## config.mk

```make
export PLATFORM = sky130hd
export DESIGN_NAME = mru_keyed_table_unit
export DESIGN_NICKNAME = d
export VERILOG_FILES = /design/src/sv/mkt_pkg.sv /design/src/sv/mru_keyed_table_unit.sv /design/src/sv/mkt_ctrl.sv /design/src/sv/mkt_datapath.sv
export SDC_FILE = /design/constraint.sdc
export NUM_CORES = 2
export LEC_CHECK = 0
export BUFFER_PORTS_ARGS = -buffer_cell sky130_fd_sc_hd__buf_2
export CELL_PAD_IN_SITES_DETAIL_PLACEMENT = 1
export CELL_PAD_IN_SITES_GLOBAL_PLACEMENT = 2
export CORE_ASPECT_RATIO = 1.5
export CORE_MARGIN = 5
export CORE_UTILIZATION = 41
export DETAILED_ROUTE_END_ITERATION = 10
export PLACE_DENSITY = 0.89
export SLEW_MARGIN = 10
export SYNTH_ARGS = -nofsm -noshare
export SYNTH_HDL_FRONTEND = slang
export SYNTH_SLANG_ARGS = --single-unit
```

## constraint.sdc

```tcl
create_clock -name i_clk -period 18.98 [get_ports i_clk]
set_clock_uncertainty 0.15 [all_clocks]
set_input_delay 2.847 -clock i_clk [delete_from_list [all_inputs] [get_ports i_clk]]
set_output_delay 2.847 -clock i_clk [all_outputs]
set_load 0.02 [all_outputs]
```

## src/sv/mkt_pkg.sv

```systemverilog
// Package for the MRU keyed table: sizes, operation codes, item types and controller types.
`default_nettype none

package mkt_pkg;

    // Table geometry
    localparam int CAPACITY = 8;
    localparam int KEY_BITS = 64;
    localparam int IDX_W    = (CAPACITY > 2) ? $clog2(CAPACITY) : 1;
    localparam int CNT_W    = $clog2(CAPACITY + 1);

    // Fixed field widths
    localparam int FUNC_W    = 2;
    localparam int KEY_W     = 64;
    localparam int PAYLOAD_W = 64;
    localparam int POS_W     = 3;
    localparam int TOTAL_W   = 4;

    // Operation codes; the fourth code behaves as a lookup without payload
    localparam logic [FUNC_W-1:0] FN_LOOKUP   = 2'd0;
    localparam logic [FUNC_W-1:0] FN_REMEMBER = 2'd1;
    localparam logic [FUNC_W-1:0] FN_FORGET   = 2'd2;

    typedef struct packed {
        logic [FUNC_W-1:0]    func;
        logic [KEY_W-1:0]     key;
        logic [PAYLOAD_W-1:0] payload;
    } t_in_item;

    typedef struct packed {
        logic                 found;
        logic [POS_W-1:0]     position;
        logic [PAYLOAD_W-1:0] stored_payload;
        logic [TOTAL_W-1:0]   entry_total;
        logic                 evicted;
    } t_out_item;

    typedef enum logic {
        ST_IDLE,
        ST_EXEC
    } t_state;

    // Controller to datapath commands
    typedef struct packed {
        logic load;   // capture the incoming item
        logic exec;   // search, update the table, register the result
    } t_cmd;

endpackage

`default_nettype wire

```

## src/sv/mru_keyed_table_unit.sv

```systemverilog
// Top level of the MRU keyed table: controller and datapath.
`default_nettype none

// Most-recently-used table of up to eight key/payload entries kept in recency
// order, newest at position 0. An item is taken when start is high and busy is
// low; busy then stays high while all valid entries are compared at once and
// a remember or a forget shifts entries by one place. The result appears on o_result
// with o_strobe high for exactly one cycle, starting as busy falls again,
// and must be captured at the edge that ends that cycle: there is no way to
// hold it. A new item may be offered
// in the cycle the result is shown; no item is taken while busy is high,
// so each item waits for the search and shift of the one before. Lookup
// returns the payload of a present key; remember moves or inserts the key
// at the front, dropping the oldest entry when full (flagged by evicted);
// forget removes the key and closes the gap. A zero key changes nothing.
// entry_total always gives the count after the operation.

module mru_keyed_table_unit (
    input  wire logic              i_clk,
    input  wire logic              i_rst_n,
    input  wire logic              start,
    output logic                   busy,
    input  wire mkt_pkg::t_in_item i_item,
    output mkt_pkg::t_out_item     o_result,
    output logic                   o_strobe
);

    mkt_pkg::t_cmd w_cmd;

    mkt_ctrl u_ctrl (
        .i_clk   (i_clk),
        .i_rst_n (i_rst_n),
        .i_start (start),
        .o_cmd   (w_cmd),
        .o_busy  (busy)
    );

    mkt_datapath u_datapath (
        .i_clk    (i_clk),
        .i_rst_n  (i_rst_n),
        .i_cmd    (w_cmd),
        .i_item   (i_item),
        .o_result (o_result),
        .o_strobe (o_strobe)
    );

endmodule

`default_nettype wire

```

## src/sv/mkt_ctrl.sv

```systemverilog
// Controller state machine for the MRU keyed table.
`default_nettype none

module mkt_ctrl (
    input  wire logic        i_clk,
    input  wire logic        i_rst_n,
    input  wire logic        i_start,
    output mkt_pkg::t_cmd    o_cmd,
    output logic             o_busy
);

    mkt_pkg::t_state r_state;
    mkt_pkg::t_state n_state;

    always_ff @(posedge i_clk) begin
        if (!i_rst_n) begin
            r_state <= mkt_pkg::ST_IDLE;
        end else begin
            r_state <= n_state;
        end
    end

    always_comb begin
        n_state = r_state;
        case (r_state)
            mkt_pkg::ST_IDLE: begin
                if (i_start) begin
                    n_state = mkt_pkg::ST_EXEC;
                end
            end
            mkt_pkg::ST_EXEC: begin
                n_state = mkt_pkg::ST_IDLE;
            end
            default: begin
                n_state = mkt_pkg::ST_IDLE;
            end
        endcase
    end

    always_comb begin
        o_cmd.load = 1'b0;
        o_cmd.exec = 1'b0;
        o_busy     = 1'b0;
        case (r_state)
            mkt_pkg::ST_IDLE: begin
                o_cmd.load = i_start;
            end
            mkt_pkg::ST_EXEC: begin
                o_cmd.exec = 1'b1;
                o_busy     = 1'b1;
            end
            default: begin
                o_busy = 1'b0;
            end
        endcase
    end

endmodule

`default_nettype wire

```

## src/sv/mkt_datapath.sv

```systemverilog
// Datapath for the MRU keyed table: entry registers, parallel key match, shift update, result.
`default_nettype none

module mkt_datapath (
    input  wire logic              i_clk,
    input  wire logic              i_rst_n,
    input  wire mkt_pkg::t_cmd     i_cmd,
    input  wire mkt_pkg::t_in_item i_item,
    output mkt_pkg::t_out_item     o_result,
    output logic                   o_strobe
);

    localparam int CAP = mkt_pkg::CAPACITY;
    localparam int KB  = mkt_pkg::KEY_BITS;
    localparam int IW  = mkt_pkg::IDX_W;
    localparam int CW  = mkt_pkg::CNT_W;
    localparam int PW  = mkt_pkg::PAYLOAD_W;

    mkt_pkg::t_in_item  r_op;
    logic [KB-1:0]      r_key [CAP];
    logic [PW-1:0]      r_pay [CAP];
    logic [CW-1:0]      r_count;
    mkt_pkg::t_out_item r_res;
    logic               r_strobe;

    logic [KB-1:0]      n_key [CAP];
    logic [PW-1:0]      n_pay [CAP];
    logic [CW-1:0]      n_count;
    mkt_pkg::t_out_item n_res;

    logic [KB-1:0]      w_key;
    logic               w_key_nz;
    logic [CAP-1:0]     w_match;
    logic               w_found;
    logic [IW-1:0]      w_at;
    logic               w_full;
    logic [IW-1:0]      w_slot;
    logic               w_remember;
    logic               w_forget;

    assign w_key    = r_op.key[KB-1:0];
    assign w_key_nz = |w_key;
    assign w_full   = (r_count == CW'(CAP));

    // Compare against every valid entry at once; lowest index wins
    always_comb begin
        w_found = 1'b0;
        w_at    = '0;
        for (int i = 0; i < CAP; i++) begin
            w_match[i] = (CW'(i) < r_count) && (r_key[i] == w_key);
        end
        for (int i = CAP - 1; i >= 0; i--) begin
            if (w_match[i]) begin
                w_found = 1'b1;
                w_at    = IW'(i);
            end
        end
    end

    assign w_remember = w_key_nz && (r_op.func == mkt_pkg::FN_REMEMBER);
    assign w_forget   = w_key_nz && (r_op.func == mkt_pkg::FN_FORGET) && w_found;

    // Deepest slot the remember shift reaches
    always_comb begin
        if (w_found) begin
            w_slot = w_at;
        end else if (!w_full) begin
            w_slot = IW'(r_count);
        end else begin
            w_slot = IW'(CAP - 1);
        end
    end

    // Entry update
    always_comb begin
        for (int i = 0; i < CAP; i++) begin
            n_key[i] = r_key[i];
            n_pay[i] = r_pay[i];
            if (w_remember) begin
                if (i == 0) begin
                    n_key[i] = w_key;
                    n_pay[i] = r_op.payload;
                end else if (IW'(i) <= w_slot) begin
                    n_key[i] = r_key[(i + CAP - 1) % CAP];
                    n_pay[i] = r_pay[(i + CAP - 1) % CAP];
                end
            end else if (w_forget) begin
                if ((IW'(i) >= w_at) && (CW'(i + 1) < r_count)) begin
                    n_key[i] = r_key[(i + 1) % CAP];
                    n_pay[i] = r_pay[(i + 1) % CAP];
                end
            end
        end
    end

    always_comb begin
        n_count = r_count;
        if (w_remember && !w_found && !w_full) begin
            n_count = r_count + CW'(1);
        end else if (w_forget) begin
            n_count = r_count - CW'(1);
        end
    end

    always_comb begin
        n_res.found          = w_key_nz && w_found;
        n_res.position       = (w_key_nz && w_found) ? mkt_pkg::POS_W'(w_at) : '0;
        n_res.stored_payload = '0;
        if (w_key_nz && w_found && (r_op.func == mkt_pkg::FN_LOOKUP)) begin
            n_res.stored_payload = r_pay[w_at];
        end
        n_res.entry_total    = mkt_pkg::TOTAL_W'(n_count);
        n_res.evicted        = w_remember && !w_found && w_full;
    end

    // Payload registers
    always_ff @(posedge i_clk) begin
        if (i_cmd.load) begin
            r_op <= i_item;
        end
        if (i_cmd.exec) begin
            r_res <= n_res;
            for (int i = 0; i < CAP; i++) begin
                r_key[i] <= n_key[i];
                r_pay[i] <= n_pay[i];
            end
        end
    end

    // Control registers
    always_ff @(posedge i_clk) begin
        if (!i_rst_n) begin
            r_count  <= '0;
            r_strobe <= 1'b0;
        end else begin
            r_strobe <= i_cmd.exec;
            if (i_cmd.exec) begin
                r_count <= n_count;
            end
        end
    end

    assign o_result = r_res;
    assign o_strobe = r_strobe;

endmodule

`default_nettype wire

```

==> flow_summary.json <==
{
  "place_congestion": 1.07,
  "cellLeakagePower_nw": 27.0,
  "drt_wl_total_um": 274000,
  "cp_slowest_stage_delay_ns": 1.20,
  "synth_edf_count": 1227,
  "first_iter_violations": 5315,
  "peakVddDrop_uv": 86.0,
  "pwr-share-comb": 0.072,
  "io_pins": 208,
  "path_cells": "xnor2_1 > nand2_1 > nand4b_1 > nor4_1 > nand4_1 > or2_2 > a21oi_2 > o21a_4 > nor3_1 > a211oi_4 > buf_4 > buf_4",
  "via_per_inst": 5.87,
  "rr_worst_depth": 12,
  "fin_crit_sh": 0.402,
  "finalCriticalPeriod_ns": 7.63,
  "tightest_slew_ns": 1.37,
  "crit_type": "flip-flop to flip-flop",
  "layout-drive-gt1-share": 0.0860,
  "outcome": "finished clean",
  "critPathTopFamily": "simple AND/OR/NAND/NOR gates",
  "clock_sinks": 1233,
  "clockBufferDepth": 3,
  "grt_pass1_vias": 48595,
  "maxSlewHeadroom": 0.0806,
  "crit_required_ns": 19.23,
  "ys_seq_area_frac": 0.608,
  "hold_depth": 2,
  "grt_max_degree": 209,
  "nFillCells": 16355,
  "intPower_mw": 4.64,
  "p_per_area_mw_per_mm2": 91.2,
  "drt-wirelength-per-cell_um": 33.4,
  "fin_util": 0.460,
  "antenna_found_initial": 9,
  "hold_viol_final": 0,
  "switchingPower_mw": 1.56,
  "rows": 173,
  "max_clock_freq_mhz": 131,
  "dr_total_vias": 48161,
  "netlist_area_mm2": 0.0608,
  "ys.flop_type": "edfxtp_1",
  "drv_cap": 0,
  "cts_setup_buffers": 0,
  "dp_hpwl_um": 197000,
  "path_buf_inv": 2,
  "yosys_warnings": 0,
  "die_x_um": 325,
  "finalMaxSlewViolations": 0,
  "die_h_um": 482,
  "port_buffers": 207,
  "overflow": 0,
  "nNetsFinal": 6321,
  "path_max_fanout": 47,
  "synth_area_per_cell_um2": 9.95,
  "total_power_mw": 6.20,
  "ys_seq_elements": 1233,
  "worst_setup_path_end_kind": "flip-flop",
  "hold_path_class": "flip-flop to flip-flop",
  "clkPwrFrac": 0.430,
  "crit_top_cell": "buf_4",
  "cts_resized": 0,
  "drc_errors": 0,
  "clk_pin_slew_ns": 0.06,
  "holdBufCountCts": 0,
  "cpMaxStageDelayCell": "xnor2_1",
  "rsz0062_at_grt": "no",
  "worstPathArrival_ns": 7.88,
  "synthArstFlopShare": 0,
  "clock_latency_ns": 0.80,
  "clock_tree.htree_level_count": 4,
  "critical_path_cell_count": 12,
  "cp-start-kind": "flip-flop",
  "layout_commonest_cell": "nand2_1",
  "timing.setup.tns_ns": 0,
  "syn_to_final_growth_pct": 11.7,
  "cts-buffers-inserted": 131,
  "initial_core_util": 0.411,
  "synthCells": 6116,
  "ys_types": 64,
  "cts_tree": "yes",
  "first_pass_iters": 9,
  "finalSetupViolCount": 0,
  "root_buffer": "clkbuf_16",
  "mostFrequentLayoutCells": "nand2_1 (3,129), edfxtp_1 (1,227), xnor2_1 (283)",
  "grt_pass1_wl_um": 377000,
  "coreArea_mm2": 0.148,
  "synthesis.nets": 6253,
  "ant_nets": 0,
  "die-area_mm2": 0.156,
  "grtUsageTotal": 0.339,
  "switching_share": 0.252,
  "p_seq_frac": 0.497
}
[area by class of cell]
type                    count  area [um^2]  share of cell area
diodes                      3         7.51            0.000110
clock buffers             157         3500              0.0515
clock inverters            70          753              0.0111
inverters                  23         86.3             0.00127
multi-input cells        4487        22400               0.330
flip-flops and latches   1233        37000               0.544
well taps                1925         2410              0.0354
repair buffers            308         1820              0.0268
[tightest hold or removal path, stage by stage (launching register included)]
cell and delay [ns]:
edfxtp_1 0.32, nand2_1 0.05, nand2_1 0.05
[flip-flops by register name, summed over array words and instances (netlist names)]
name	flops
u_datapath.r_pay	512
u_datapath.o_strobe	1
u_datapath.r_count	4
u_datapath.w_key	64
u_datapath.o_result	73
u_ctrl.r_state	1
u_datapath.r_key	512
u_datapath.r_op	66
[worst paths after layout]
kind,start,to,slack [ns]
min,u_datapath.r_op[25],u_datapath.r_pay[0][25],0.36
min reg2reg,u_datapath.r_op[25],u_datapath.r_pay[0][25],0.36
max reg2reg,u_datapath.w_key[54],u_datapath.r_key[0][117],11.35
max,u_datapath.w_key[54],u_datapath.r_key[0][117],11.35
[routing by layer]
metal,track usage,share of wire,up-vias
li1,-,-,20978
met1,0.386,0.37,24814
met2,0.591,0.49,1837
met3,0.0456,0.049,530
met4,0.242,0.087,2
met5,0,0.000040,-
[through the flow]
step	cell area [um^2]	cells	setup slack, ns	hold WS (ns)
final	68000	8206	11.35	0.363
after global routing	68000	8205	11.47	0.375
after CTS	68000	8203	11.49	0.362
after detailed placement	63700	7976	11.52	0.344
after global placement	63700	7976	11.50	0.339
after floorplan	60800	6116	5.60	0.334
[power groups by stage]
| stage | Combinational [mW] | Sequential [mW] | Clock (mW) |
|---|---|---|---|
| 2_1_floorplan | 0.253 | 3.11 | 0 |
| 3_3_place_gp | 0.432 | 3.14 | 0 |
| 3_5_place_dp | 0.441 | 3.14 | 0 |
| 4_1_cts | 0.443 | 3.08 | 2.71 |
| 5_1_grt | 0.466 | 3.08 | 2.82 |
| 6_report | 0.448 | 3.08 | 2.67 |
[synthesized netlist by cell type (7+ instances only)]
library cell	n	area [um^2]
mux2_2	10	113
a222oi_1	113	1130
nor4_1	108	676
buf_6	9	101
xnor2_1	284	2490
o21ai_0	35	175
xor2_1	207	1810
nor2_1	36	135
buf_2	74	370
inv_1	23	86.3
nand2_1	3130	11700
mux2i_1	34	340
edfxtp_1	1227	36800
and2_1	7	43.8
nand4_1	123	769
nor3_1	28	140
nand3_1	30	150
buf_1	11	41.3
nand4b_1	9	78.8
clkbuf_1	277	1040
o221ai_1	9	78.8
a211oi_1	60	450
and3_1	61	382
nand2b_1	44	275
a21oi_1	10	50.1
a21boi_1	56	420
[logic make-up (layout without fill, tap and decap cells)]
group | Yosys count | count (layout) | synth area share
mux | 44 | 44 | 0.00745
buf+inv | 396 | 558 | 0.0272
flops | 1233 | 1233 | 0.608
fa+ha+maj | 4 | 4 | 0.000823
simple gates | 3619 | 3619 | 0.242
xor+xnor | 491 | 491 | 0.0707
compound gates | 329 | 329 | 0.0438
other cells | 0 | 3 | 0
Power figures use the tool's default switching activity.
